## src/hw/rtl/nsfc_pkg.sv

```systemverilog
// Shared types and constants for the NMEA sentence framer and checksum checker.
// Used by the front end, the request queue, the back end and the top level.
// No dependencies.
package nsfc_pkg;

  // Sentence body bound and the field widths.
  localparam int LEN_W = 7;
  localparam int KIND_W = 5;
  localparam logic [LEN_W-1:0] MAX_BODY_LEN = 7'd127;
  localparam int TITLE_LEN = 5;

  // Characters that steer the framing.
  localparam logic [7:0] CH_DOLLAR = 8'h24;
  localparam logic [7:0] CH_STAR = 8'h2A;
  localparam logic [7:0] CH_COMMA = 8'h2C;
  localparam logic [7:0] CH_ZERO = 8'h30;
  localparam logic [7:0] CH_NINE = 8'h39;
  localparam logic [7:0] CH_UPPER_A = 8'h41;
  localparam logic [7:0] CH_UPPER_F = 8'h46;

  // Sentence kinds with special matching rules.
  localparam int NUM_KINDS = 24;
  localparam logic [KIND_W-1:0] KIND_HDT = 5'd14;
  localparam logic [KIND_W-1:0] KIND_ROT = 5'd15;
  localparam logic [KIND_W-1:0] KIND_PSAT = 5'd16;
  localparam logic [KIND_W-1:0] KIND_UNKNOWN = 5'd24;

  // Title slots, slot 0 is the first body character and sits in the top byte.
  typedef logic [0:TITLE_LEN-1][7:0] title_t;

  // Known titles in kind order; short titles are padded with zero bytes.
  localparam title_t KIND_NAMES [NUM_KINDS] = '{
    "GPRMC", "GPVTG", "GPTXT", "GPGGA", "GPGSA", "GPGSV", "GPGLL",
    "GNRMC", "GNVTG", "GNGSA", "GNGGA", "GPZDA", "GNZDA", "GLZDA",
    {"HDT", 16'h0000}, {"ROT", 16'h0000}, {"PSAT", 8'h00},
    "PRDCU", "GLGSV", "GLGSA", "GLGGA", "GLRMC", "GLVTG", "GNGLL"
  };

  // Framing phase of the front end.
  typedef enum logic [1:0] {
    PH_HUNT,
    PH_BODY,
    PH_HEX1,
    PH_HEX2
  } phase_t;

  // Result status codes.
  typedef enum logic [1:0] {
    STATUS_GOOD,
    STATUS_MISMATCH,
    STATUS_TOO_LONG
  } status_t;

  // One finished sentence passed from the front end to the back end.
  typedef struct packed {
    title_t title;
    logic [LEN_W-1:0] body_length;
    logic [7:0] computed_checksum;
    logic [7:0] received_checksum;
    status_t status;
  } record_t;

endpackage

```

## src/hw/rtl/nsfc_front.sv

```systemverilog
// Front end of the sentence checker: frames bytes, accumulates checksum and title.
// Pushes one finished-sentence record per result into the queue.
// Depends on nsfc_pkg.
module nsfc_front (
  input  logic              clk,
  input  logic              rst,
  input  logic              in_valid,
  output logic              in_stall,
  input  logic [7:0]        rx_byte,
  input  logic              q_full,
  output logic              push,
  output nsfc_pkg::record_t push_rec
);

  nsfc_pkg::phase_t phase, phase_next;
  logic [7:0] running_xor, running_xor_next;
  nsfc_pkg::title_t title, title_next;
  logic [nsfc_pkg::LEN_W-1:0] char_count, char_count_next;
  logic [3:0] high_nibble, high_nibble_next;
  logic address_ended, address_ended_next;
  logic accept;
  logic [3:0] digit;
  logic [7:0] received;

  // Value of a hex digit; anything but 0-9 and upper-case A-F reads as zero.
  function automatic logic [3:0] hex_value(input logic [7:0] c);
    logic [7:0] diff;
    begin
      diff = 8'h00;
      if (c >= nsfc_pkg::CH_ZERO && c <= nsfc_pkg::CH_NINE) begin
        diff = c - nsfc_pkg::CH_ZERO;
      end else if (c >= nsfc_pkg::CH_UPPER_A && c <= nsfc_pkg::CH_UPPER_F) begin
        diff = c - nsfc_pkg::CH_UPPER_A + 8'd10;
      end
      hex_value = diff[3:0];
    end
  endfunction

  // The front end only waits when the queue has no room.
  assign in_stall = q_full;
  assign accept = in_valid && !q_full;
  assign digit = hex_value(rx_byte);
  assign received = {high_nibble, digit};

  // State register.
  always_ff @(posedge clk) begin
    if (rst) begin
      phase <= nsfc_pkg::PH_HUNT;
      running_xor <= '0;
      title <= '0;
      char_count <= '0;
      high_nibble <= '0;
      address_ended <= 1'b0;
    end else begin
      phase <= phase_next;
      running_xor <= running_xor_next;
      title <= title_next;
      char_count <= char_count_next;
      high_nibble <= high_nibble_next;
      address_ended <= address_ended_next;
    end
  end

  // Next state and queue request for each accepted byte.
  always_comb begin
    phase_next = phase;
    running_xor_next = running_xor;
    title_next = title;
    char_count_next = char_count;
    high_nibble_next = high_nibble;
    address_ended_next = address_ended;
    push = 1'b0;
    push_rec.title = title;
    push_rec.body_length = char_count;
    push_rec.computed_checksum = running_xor;
    push_rec.received_checksum = received;
    push_rec.status = (received == running_xor) ? nsfc_pkg::STATUS_GOOD
                                                 : nsfc_pkg::STATUS_MISMATCH;
    if (accept) begin
      if (rx_byte == nsfc_pkg::CH_DOLLAR) begin
        // A dollar sign restarts the sentence in every phase.
        phase_next = nsfc_pkg::PH_BODY;
        running_xor_next = '0;
        title_next = '0;
        char_count_next = '0;
        high_nibble_next = '0;
        address_ended_next = 1'b0;
      end else begin
        case (phase)
          nsfc_pkg::PH_BODY: begin
            if (rx_byte == nsfc_pkg::CH_STAR) begin
              phase_next = nsfc_pkg::PH_HEX1;
            end else if (char_count >= nsfc_pkg::MAX_BODY_LEN) begin
              // Overlong body: report it now and drop the rest.
              push = 1'b1;
              push_rec.received_checksum = '0;
              push_rec.status = nsfc_pkg::STATUS_TOO_LONG;
              phase_next = nsfc_pkg::PH_HUNT;
            end else begin
              if (!address_ended && char_count < nsfc_pkg::LEN_W'(nsfc_pkg::TITLE_LEN)) begin
                title_next[char_count[2:0]] = rx_byte;
              end
              if (rx_byte == nsfc_pkg::CH_COMMA) begin
                address_ended_next = 1'b1;
              end
              running_xor_next = running_xor ^ rx_byte;
              char_count_next = char_count + 7'd1;
            end
          end
          nsfc_pkg::PH_HEX1: begin
            high_nibble_next = digit;
            phase_next = nsfc_pkg::PH_HEX2;
          end
          nsfc_pkg::PH_HEX2: begin
            push = 1'b1;
            phase_next = nsfc_pkg::PH_HUNT;
          end
          default: begin
            phase_next = nsfc_pkg::PH_HUNT;
          end
        endcase
      end
    end
  end

endmodule

```

## config.mk

```make
export PLATFORM = sky130hd
export DESIGN_NAME = nsfc_front
export DESIGN_NICKNAME = d
export VERILOG_FILES = /design/src/hw/rtl/nsfc_pkg.sv /design/src/hw/rtl/nsfc_front.sv
export SDC_FILE = /design/constraint.sdc
export NUM_CORES = 1
export LEC_CHECK = 0
export BUFFER_PORTS_ARGS = -buffer_cell sky130_fd_sc_hd__buf_2
export CAP_MARGIN = 20
export CORE_MARGIN = 3
export CORE_UTILIZATION = 57
export DETAILED_ROUTE_END_ITERATION = 8
export PLACE_DENSITY = 0.95
export SLEW_MARGIN = 10
export SYNTH_ARGS = -nofsm -noshare
export SYNTH_HDL_FRONTEND = slang
export SYNTH_SLANG_ARGS = --single-unit
```

## constraint.sdc

```tcl
create_clock -name clk -period 5.65 [get_ports clk]
set_input_delay 0.565 -clock clk [delete_from_list [all_inputs] [get_ports clk]]
set_output_delay 0.565 -clock clk [all_outputs]
set_load 0.03 [all_outputs]
```

==> flow_metrics.env, run 1 <==
export IMPL_hold_viol=0
export IMPL_wire_per_inst_um=18.2
export IMPL_max_stage_delay_ps=620
export IMPL_detail_route_antenna_nets=0
export IMPL_grt_pass1_wl_mm=14.1
export IMPL_antenna_found_initial=0
export IMPL_status="finished clean"
export IMPL_utilization_pct=73.9
export IMPL_seqCellArea_um2=1240
export IMPL_finalSetupViolCount=0
export IMPL_n_antenna_cell=0
export IMPL_yosys_area_share_simple_pct=21.7
export IMPL_reg2reg_slack_ps=3160
export IMPL_synthMuxAreaShare_pct=0
export IMPL_fp_dieW_um=78.9
export IMPL_rows=25
export IMPL_grt_pass1_vias=2916
export IMPL_grt_max_degree=30
export IMPL_layout_cells_non_filler=471
export IMPL_dieArea_um2=6230
export IMPL_drc=0
export IMPL_clock_latency_ps=340
export IMPL_maxCapViolCount=0
export IMPL_worstSetupEndpointType="primary output"
export IMPL_viasPerCell=6.46
export IMPL_maxSlewViolCount=0
export IMPL_dp_cells=455
export IMPL_arrival_ps=2760
export IMPL_synthArstFlopShare_pct=0
export IMPL_multi_input_area_um2=1660
export IMPL_cts_root_buf="clkbuf_8"
export IMPL_endpoint="push_rec[0]"
export IMPL_worstPathRequired_ps=5090
export IMPL_synth_adder_area_share_pct=3.30
export IMPL_start_util_pct=61.3
export IMPL_ctsResizeCount=0
export IMPL_path_max_fanout=11
export IMPL_netlist_top_cell_by_area="dfxtp_1"
export IMPL_num_fill_cells=369
export IMPL_grt_ovfl_total=0
export IMPL_worst_setup_path_start_kind="primary input"
export IMPL_reg2reg_depth=6
export IMPL_yosys_warnings=0
export IMPL_postCtsHoldBufs=0
export IMPL_drtPass1Iterations=5
export IMPL_peakVddDrop_mv=0.147
export IMPL_yosysSeqAreaShare_pct=40.9
export IMPL_r2r_end="running_xor[7]"
export IMPL_max_clock_freq_mhz=301
export IMPL_cts_buffer_depth=2
export IMPL_slew_headroom_pct=49.6
export IMPL_grt_usage_pct=28.2
export IMPL_worst_pin_slew_ps=749
export IMPL_cts_clk_slew_worst_paths_ps=70
export IMPL_synth_cell_type_count=59
export IMPL_nets=419
export IMPL_syn_to_final_growth_pct=20.5
export IMPL_path_class="primary input to primary output"
export IMPL_setup_slack_ps=2330
export IMPL_syn_avg_cell_area_um2=9.13
export IMPL_die_h_um=78.9
export IMPL_worst_path_most_repeated_cell="buf_2"
export IMPL_leakage_uw=0.00162
export IMPL_port_buffers=78
export IMPL_clkSinkCount=62
export IMPL_coreArea_um2=4940
export IMPL_powerDensity_nw_per_um2=276
export IMPL_routed_wl_mm=8.56
export IMPL_yosysTopAreaCellShare_pct=40.9
export IMPL_post_route_cells_drive_above_1_share_pct=28.7
export IMPL_cp_slowest_cell="or4b_2"
export IMPL_synth_area_top_cells="dfxtp_1 (41%), a22o_1 (9.8%), a21oi_1 (4.1%)"
export IMPL_drt_initial_drc_count=304
export IMPL_post_cts_buffers=0
export IMPL_skew_ps=6.45
export IMPL_hp_class="flop to flop"
export IMPL_critical_path_startpoint="rx_byte[1]"
export IMPL_dpl_cell_area_um2=3410
export IMPL_path_cells="buf_2 > inv_1 > ha_1 > nor3b_1 > nor4_1 > or4b_2 > a22oi_1 > a41oi_1 > buf_2"
export IMPL_vias=3043
export IMPL_dp_worst_setup_slack_ps=2350
export IMPL_cts_max_level=3
export IMPL_syn_cell_area_um2=3030
export IMPL_cts_tree="built"
export IMPL_io_pins=79
export IMPL_fin_crit_sh_pct=58.8
export IMPL_period_minus_slack_ps=3320
export IMPL_synth_xor_area_share_pct=2.02
export IMPL_gp_congestion=0.895
export IMPL_synth_edf_count=0
export IMPL_fin_area_um2=3650
export IMPL_synth_compound_area_share_pct=27.5
export IMPL_final_setup_tns_ps=0
export IMPL_cts_buffers=9
export IMPL_syn_num_nets=352
export IMPL_ys_ff_latch=62
export IMPL_synthFlopType="dfxtp_1"
export IMPL_r2r_start="char_count[2]"
export IMPL_postSynthCellCount=332
export IMPL_rsz0062_at_grt="no"
export IMPL_dp_hpwl_mm=5.71
export IMPL_synth_top_family_by_area="compound AO/OA/AOI/OAI gates"
## cells in the mapped netlist, types with 4 or more instances
cell type and count:
a21oi_1 25, ha_1 8, xor2_1 6, a22o_1 34, o21ai_0 21, or3_1 11, nor2_1 23, dfxtp_1 62
nor4_1 5, and2_1 4, o21ai_1 4, inv_1 5, nand4_1 11, clkbuf_1 16, nor2b_1 7, nand2_1 17
and3_1 4
## cell usage in the layout, fill, tap and decap left out, types with 2 or more instances in the layout
master / n
or3b_2: 3
a21oi_4: 3
and2_1: 4
a31oi_1: 3
clkinv_2: 2
inv_1: 5
a41oi_1: 3
o21ai_1: 4
buf_4: 2
nand4_1: 11
o211ai_1: 2
a22o_1: 34
bufinv_16: 3
o21ai_2: 2
buf_2: 78
nand3_1: 3
o21ai_0: 21
a21oi_1: 25
dfxtp_1: 62
a2bb2oi_1: 3
nand2_1: 17
o21a_1: 2
clkbuf_8: 10
or3_1: 11
nor3b_1: 2
nor2_1: 23
nor3_1: 3
o31ai_1: 2
ha_1: 8
nor4_1: 5
nand2b_1: 2
nor2b_1: 6
and3_1: 4
xor2_1: 6
or2_2: 2
nor3_2: 3
## power by group
group	total [µW]	switching (µW)	internal, µW	leakage [µW]
sequential	442	2.85	439	0.000500
combinational	83.9	60.5	23.3	0.000990
clock	482	178	304	0.000126
total	1010	241	767	0.00162
## per-stage QoR
| step | total power, µW | hold WS [ps] |
|---|---|---|
| floorplan | 511 | 441 |
| CTS | 1010 | 472 |
| detailed placement | 533 | 458 |
| global placement | 529 | 456 |
| global route | 1040 | 484 |
| finish | 1010 | 472 |
## routing by layer
layer  wire length (µm)  share of wire (%)  GRT usage, %
met1               3370                 39          34.2
met3                838                9.8          6.12
met4                231                2.7          11.9
met5                  0                  0             0
met2               4120                 48          48.2
## worst min path at each step
stage / startpoint / to / cells after the start
4_1_cts: push_rec[64] / push_rec[64] / 2
5_1_grt: push_rec[53] / push_rec[53] / 1
3_3_place_gp: push_rec[37] / push_rec[37] / 1
2_1_floorplan: address_ended / address_ended / 2
6_report: push_rec[64] / push_rec[64] / 2
3_5_place_dp: push_rec[29] / push_rec[29] / 1
## cell families after synthesis
kind of cell	count (synthesis)
xor gates and xnor gates	7
DFF	62
and+or+nand+nor	110
AOI/OAI and AO/OA	116
buffers and inverters	29
adders and majority gates	8
## worst max-delay path: cells and delay by family
kind	cells	cell delay, ps
AO/OA/AOI/OAI	2	310
adder cells (fa/ha/maj)	1	220
buffers and inverters	3	550
AND/OR/NAND/NOR	3	1110
## area by class of cell
class | count | share of cell area (%)
multi-input combinational | 241 | 45.4
sequential | 62 | 34.0
timing repair buffer | 80 | 11.1
clock buffer | 10 | 3.77
clock inverter | 6 | 2.98
tap | 67 | 2.30
inverter | 5 | 0.514
## flip-flops by register name (all words and copies together) (netlist names)
signal and flops:
push_rec 40, running_xor 8, char_count 7, high_nibble 4, phase 2, address_ended 1
Note: power is estimated with default switching activity, not from simulation.
==> run 2, diff against run 1 <==
--- a/config.mk
+++ b/config.mk
@@ -5,12 +5,13 @@
 export SDC_FILE = /design/constraint.sdc
 export NUM_CORES = 1
 export LEC_CHECK = 0
+export ABC_AREA = 1
 export BUFFER_PORTS_ARGS = -buffer_cell sky130_fd_sc_hd__buf_2
 export CAP_MARGIN = 20
 export CORE_MARGIN = 3
-export CORE_UTILIZATION = 57
+export CORE_UTILIZATION = 53
 export DETAILED_ROUTE_END_ITERATION = 8
-export PLACE_DENSITY = 0.95
+export PLACE_DENSITY = 0.89
 export SLEW_MARGIN = 10
 export SYNTH_ARGS = -nofsm -noshare
 export SYNTH_HDL_FRONTEND = slang
==> constraint.sdc (replaced) <==
create_clock -name clk -period 3.1 [get_ports clk]
set_input_delay 0.31 -clock clk [delete_from_list [all_inputs] [get_ports clk]]
set_output_delay 0.31 -clock clk [all_outputs]
set_load 0.03 [all_outputs]
==> run 2 against run 1 <==
  * Sequential power increased by 82%
  * Die area increased by 13%
  * Via count increased by 9.7%
  * Flip-flop and latch count unchanged
  * Combinational power increased by 54%
  * Largest power group is now sequential cells
  * Routed wire length decreased by 1.2%
  * Register-to-register slack got worse by 2200 ps
  * Utilization decreased by 7.2 points
  * Critical endpoint is now push_rec[2]
==> flow_metrics.env, run 2 <==
export IMPL_status="finished clean"
export IMPL_hold_depth=3
export IMPL_grt_max_degree=49
export IMPL_synth_edf_count=0
export IMPL_maxSlewViolCount=0
export IMPL_start_util_pct=56.5
export IMPL_cts_buffers=9
export IMPL_clock_latency_ps=340
export IMPL_max_stage_delay_ps=510
export IMPL_drc=0
export IMPL_hp_class="primary input to flop"
export IMPL_ys_ff_latch=62
export IMPL_drtPass1Iterations=5
export IMPL_path_class="flop to primary output"
export IMPL_yosysTopAreaCellShare_pct=38.5
export IMPL_layout_commonest_cell="nand2_1"
export IMPL_postCtsHoldBufs=0
export IMPL_port_buffers=78
export IMPL_wire_per_inst_um=14.1
export IMPL_routed_wl_mm=8.46
export IMPL_cts_root_buf="clkbuf_8"
export IMPL_coreArea_um2=5710
export IMPL_yosysMostFrequentCell="nand2_1"
export IMPL_syn_avg_cell_area_um2=7.09
export IMPL_max_clock_freq_mhz=408
export IMPL_dpl_cell_area_um2=3600
export IMPL_num_fill_cells=488
export IMPL_largest_reg_flops=40
export IMPL_io_pins=79
export IMPL_clkPwrFrac_pct=45.2
export IMPL_reg2reg_depth=10
export IMPL_cts_buffer_depth=2
export IMPL_worstPathRequired_ps=2790
export IMPL_finalHoldWorstSlack_ps=308
export IMPL_rows=27
export IMPL_n_antenna_cell=0
export IMPL_leakage_uw=0.00167
export IMPL_synth_commonest_cells="nand2_1 (109), a21oi_1 (64), dfxtp_1 (62)"
export IMPL_grt_usage_pct=24.3
export IMPL_vias=3338
export IMPL_syn_cell_area_um2=3220
export IMPL_powerDensity_nw_per_um2=448
export IMPL_syn_num_nets=475
export IMPL_fin_area_um2=3810
export IMPL_period_minus_slack_ps=2450
export IMPL_detail_route_antenna_nets=0
export IMPL_arrival_ps=2140
export IMPL_skew_ps=6.83
export IMPL_gp_congestion=0.860
export IMPL_netlist_top_cell_by_area="dfxtp_1"
export IMPL_post_route_cells_drive_above_1_share_pct=23.3
export IMPL_min_to="running_xor[0]"
export IMPL_peakVddDrop_mv=0.294
export IMPL_synth_area_top_cells="dfxtp_1 (38%), nand2_1 (13%), a21oi_1 (9.9%)"
export IMPL_grt_pass1_wl_mm=14.1
export IMPL_cts_max_level=3
export IMPL_final_cell_mix="nand2_1 (109), buf_2 (78), a21oi_1 (64)"
export IMPL_crit_family="simple AND/OR/NAND/NOR gates"
export IMPL_r2r_start="char_count[0]"
export IMPL_fp_dieW_um=84.0
export IMPL_antenna_found_initial=0
export IMPL_path_cells="ha_1 > nand2_1 > nand2_1 > nand2_1 > nor3_1 > nand2_1 > inv_2 > a21oi_1 > buf_2"
export IMPL_path_max_fanout=10
export IMPL_post_cts_buffers=0
export IMPL_synthArstFlopShare_pct=0
export IMPL_worst_path_most_repeated_cell="nand2_1"
export IMPL_die_h_um=84.0
export IMPL_r2r_end="push_rec[49]"
export IMPL_hold_viol=0
export IMPL_switchingPower_uw=420
export IMPL_min_from="rx_byte[0]"
export IMPL_viasPerCell=5.55
export IMPL_worst_pin_slew_ps=607
export IMPL_maxCapViolCount=0
export IMPL_pwr_share_seq_pct=47.2
export IMPL_yosysSeqAreaShare_pct=38.5
export IMPL_fin_crit_sh_pct=79.0
export IMPL_synthFlopType="dfxtp_1"
export IMPL_cp_num_buf_inv=2
export IMPL_cts_tree="built"
export IMPL_nets=544
export IMPL_cp_slowest_cell="dfxtp_1"
export IMPL_synth_cell_type_count=27
export IMPL_reg2reg_slack_ps=940
export IMPL_ctsResizeCount=0
export IMPL_p_int_uw=1290
export IMPL_syn_to_final_growth_pct=18.2
export IMPL_p_sw_share_pct=24.6
export IMPL_rsz0062_at_grt="no"
export IMPL_finalSetupViolCount=0
export IMPL_postSynthCellCount=455
export IMPL_grt_pass1_vias=3000
export IMPL_p_comb_share_pct=7.6
export IMPL_worst_setup_path_start_kind="flop"
export IMPL_final_setup_tns_ps=0
export IMPL_worstSetupEndpointType="primary output"
export IMPL_dp_hpwl_mm=6.04
export IMPL_slew_headroom_pct=59.1
export IMPL_drt_initial_drc_count=258
export IMPL_yosys_warnings=0
export IMPL_cts_clk_slew_worst_paths_ps=70
export IMPL_grt_ovfl_total=0
export IMPL_dieArea_um2=7060
export IMPL_clkSinkCount=62
-- run 2: changes by cell type after synthesis, sizes merged, moves of 11 or more --
| cell | before | now |
|---|---|---|
| nand2 | 17 | 113 |
| inv | 5 | 45 |
| a21oi | 29 | 65 |
| a22o | 34 | 0 |
| nand4 | 11 | 44 |
| nand3 | 3 | 32 |
| o21ai | 27 | 7 |
| nor2 | 23 | 39 |
| clkbuf | 16 | 5 |
| or3 | 11 | 0 |
-- run 2: worst min-delay path, stage by stage --
cell and delay (ps):
buf_2 140, nand3_1 90, a21oi_1 60
-- run 2: metal layers --
layer  share of wire (%)  GRT usage [%]  vias up
met4                 2.2           10.7        0
met5                   0              0        -
met1                  43           31.4     1530
li1                    -              -     1657
met2                  48           39.3      132
met3                 6.7           4.64       19
-- run 2: stage by stage --
step	std cells	power (µW)	setup slack, ps	utilization [%]
2_1_floorplan	455	915	937	-
3_3_place_gp	585	947	850	63.0
3_5_place_dp	585	950	784	63.0
4_1_cts	601	1710	685	66.7
5_1_grt	601	1760	510	66.7
6_report	601	1710	650	66.7
-- run 2: cell type report --
| cell class | instances | area (µm²) | share of cell area, % |
|---|---|---|---|
| Clock inverter | 6 | 86.3 | 2.27 |
| Timing Repair Buffer | 81 | 425 | 11.2 |
| Multi-Input combinational cell | 324 | 1670 | 43.7 |
| Clock buffer | 10 | 128 | 3.35 |
| Tap cell | 72 | 90.1 | 2.36 |
| Sequential cell | 62 | 1240 | 32.6 |
| Inverter | 46 | 174 | 4.56 |
-- run 2: cell families after synthesis --
logic type / after synthesis / synth area share (%)
AOI/OAI and AO/OA: 73 / 11.9
xor gates and xnor gates: 4 / 1.09
adders and majority gates: 8 / 3.10
buffers and inverters: 69 / 9.86
DFF: 62 / 38.5
and+or+nand+nor: 239 / 35.6
-- run 2: power by group through the flow --
stage               clock [µW]  combinational, µW  sequential [µW]
finish                     771                129              806
global route               810                141              806
CTS                        778                128              805
detailed placement           0                126              824
global placement             0                124              823
floorplan                    0               84.9              830
-- run 2: worst max-delay path by stage --
stage,from,endpoint,cells after the start
after floorplan,rx_byte[0],push_rec[2],10
after global placement,rx_byte[0],push_rec[4],12
after detailed placement,rx_byte[0],push_rec[5],12
after CTS,char_count[0],push_rec[0],9
after global routing,char_count[0],push_rec[2],9
final,char_count[0],push_rec[2],9
==> run 3, diff against run 2 <==
--- a/config.mk
+++ b/config.mk
@@ -9,9 +9,9 @@
 export BUFFER_PORTS_ARGS = -buffer_cell sky130_fd_sc_hd__buf_2
 export CAP_MARGIN = 20
 export CORE_MARGIN = 3
-export CORE_UTILIZATION = 53
+export CORE_UTILIZATION = 48
 export DETAILED_ROUTE_END_ITERATION = 8
-export PLACE_DENSITY = 0.89
+export PLACE_DENSITY = 0.86
 export SLEW_MARGIN = 10
 export SYNTH_ARGS = -nofsm -noshare
 export SYNTH_HDL_FRONTEND = slang
==> constraint.sdc (replaced) <==
create_clock -name clk -period 2.23 [get_ports clk]
set_input_delay 0.223 -clock clk [delete_from_list [all_inputs] [get_ports clk]]
set_output_delay 0.223 -clock clk [all_outputs]
set_load 0.03 [all_outputs]
==> run 3 against run 2 <==
  * Final area up 1.9%
  * Worst hold slack got worse by 100 ps
  * Register-to-register slack lost 680 ps
  * Routed wire length is 5.6% higher
  * Worst setup slack got worse by 570 ps
  * Largest cell class unchanged
  * Critical path type unchanged
  * Clock power is 28% higher
  * First-iteration DRC count is 19% higher
  * Utilization down 6.3 points
  * Non-clock buffer count rose by 9
  * Sequential power up 39%
  * Global-route usage fell by 1.1 points
  * Critical path depth unchanged
==> flow_metrics.env, run 3 (synthesized netlist as in run 2, its figures left out) <==
export IMPL_status="finished clean"
export IMPL_num_fill_cells=587
export IMPL_maxSlewViolCount=0
export IMPL_grt_pass1_wl_mm=14.0
export IMPL_final_setup_tns_ps=0
export IMPL_nets=554
export IMPL_path_class="flop to primary output"
export IMPL_vias=3410
export IMPL_cts_root_buf="clkbuf_8"
export IMPL_final_cell_mix="nand2_1 (107), buf_2 (77), a21oi_1 (64)"
export IMPL_clock_latency_ps=350
export IMPL_fin_crit_sh_pct=96.2
export IMPL_io_pins=79
export IMPL_viasPerCell=5.54
export IMPL_finalHoldWorstSlack_ps=206
export IMPL_fp_dieW_um=88.0
export IMPL_drt_initial_drc_count=307
export IMPL_hold_viol=0
export IMPL_drtPass1Iterations=5
export IMPL_coreArea_um2=6420
export IMPL_p_total_uw=2290
export IMPL_powerDensity_nw_per_um2=590
export IMPL_path_max_fanout=8
export IMPL_clkSinkCount=62
export IMPL_gp_congestion=0.864
export IMPL_max_clock_freq_mhz=466
export IMPL_cts_buffer_depth=2
export IMPL_worstSetupEndpointType="primary output"
export IMPL_hp_class="primary input to flop"
export IMPL_period_minus_slack_ps=2140
export IMPL_worst_setup_path_start_kind="flop"
export IMPL_r2r_end="running_xor[2]"
export IMPL_post_route_cells_drive_above_1_share_pct=25.8
export IMPL_peakVddDrop_mv=0.323
export IMPL_multi_input_area_um2=1680
export IMPL_utilization_pct=60.5
export IMPL_die_h_um=88.0
export IMPL_worstPathRequired_ps=2010
export IMPL_wire_per_inst_um=14.5
export IMPL_dp_hpwl_mm=6.42
export IMPL_grt_usage_pct=23.2
export IMPL_critical_path_startpoint="char_count[1]"
export IMPL_reg2reg_slack_ps=260
export IMPL_postCtsHoldBufs=0
export IMPL_detail_route_antenna_nets=0
export IMPL_grt_ovfl_total=0
export IMPL_n_antenna_cell=0
export IMPL_cts_tree="built"
export IMPL_r2r_start="char_count[1]"
export IMPL_cts_clk_slew_worst_paths_ps=70
export IMPL_layout_commonest_cell="nand2_1"
export IMPL_leakage_uw=0.00171
export IMPL_slew_headroom_pct=63.9
export IMPL_antenna_found_initial=0
export IMPL_syn_to_final_growth_pct=20.4
export IMPL_reg2reg_depth=9
export IMPL_largest_reg_flops=40
export IMPL_cts_max_level=3
export IMPL_grt_pass1_vias=3072
export IMPL_dieArea_um2=7740
export IMPL_arrival_ps=1920
export IMPL_seqCellArea_um2=1250
export IMPL_grt_max_degree=46
export IMPL_port_buffers=78
export IMPL_drc=0
export IMPL_worst_pin_slew_ps=538
export IMPL_cts_buffers=9
export IMPL_maxCapViolCount=0
export IMPL_finalSetupViolCount=0
export IMPL_rows=29
export IMPL_endpoint="push_rec[4]"
export IMPL_routed_wl_mm=8.94
export IMPL_start_util_pct=50.2
export IMPL_skew_ps=6.57
==> run 3: changes by cell type in the layout (fill, tap and decap cells not counted), sizes merged <==
cell / delta
bufinv: -1
clkinvlp: +1
buf: +9
clkinv: +1
inv: +1
clkbuf: -1
==> run 3: where the power goes <==
part           total, µW  switching (µW)  internal [µW]
registers           1120            5.27           1110
logic                190             138           51.9
clock network        985             467            519
total               2290             610           1680
==> run 3: repair_timing <==
item,CTS,global route
setup endpoints to repair,10,11
endpoints found under the hold margin,0,0
gates cloned,0,1
resized for setup,1,8
buffers inserted,0,0
==> run 3: final cells by class <==
type | instances | area share (%)
sequential | 62 | 32.1
timing repair buffer | 90 | 12.4
clock buffer | 9 | 3.19
timing repair inverter | 1 | 0.193
clock inverter | 7 | 1.90
inverter | 46 | 4.54
multi-input combinational | 324 | 43.2
tap | 77 | 2.48
==> run 3: worst min path at each step <==
| stage | startpoint | to | slack, ps | cells after the start |
|---|---|---|---|---|
| 2_1_floorplan | rx_byte[0] | running_xor[0] | 390 | 2 |
| 3_3_place_gp | push_rec[59] | push_rec[59] | 450 | 2 |
| 3_5_place_dp | push_rec[60] | push_rec[60] | 450 | 2 |
| 4_1_cts | rst | push_rec[25] | 210 | 2 |
| 5_1_grt | rst | push_rec[26] | 240 | 2 |
| 6_report | rst | push_rec[26] | 210 | 2 |
==> run 3: worst max-delay path: stages (launching register included) <==
cell and delay (ps):
dfxtp_4 400, ha_1 200, nand2_1 100, nand2_1 110, nand2_2 90, nor3_2 180
nand2_2 140, clkinvlp_4 150, a21oi_1 50, buf_4 170
==> run 3: per-stage QoR <==
stage / cell area (µm²) / setup WS, ps / instances
global placement: 3660 / 212 / 599
CTS: 3860 / 8.26 / 615
detailed placement: 3660 / 99.1 / 599
global route: 3880 / -28.1 / 616
finish: 3880 / 85.2 / 616
floorplan: 3220 / 241 / 455
==> run 3: routing by layer <==
| metal | GRT usage (%) | up-vias | part of all wire (%) |
|---|---|---|---|
| li1 | - | 1680 | - |
| met1 | 28.4 | 1584 | 42 |
| met2 | 39.1 | 126 | 49 |
| met3 | 5.17 | 20 | 6.3 |
| met4 | 10.2 | 0 | 2.0 |
| met5 | 0 | - | 0 |
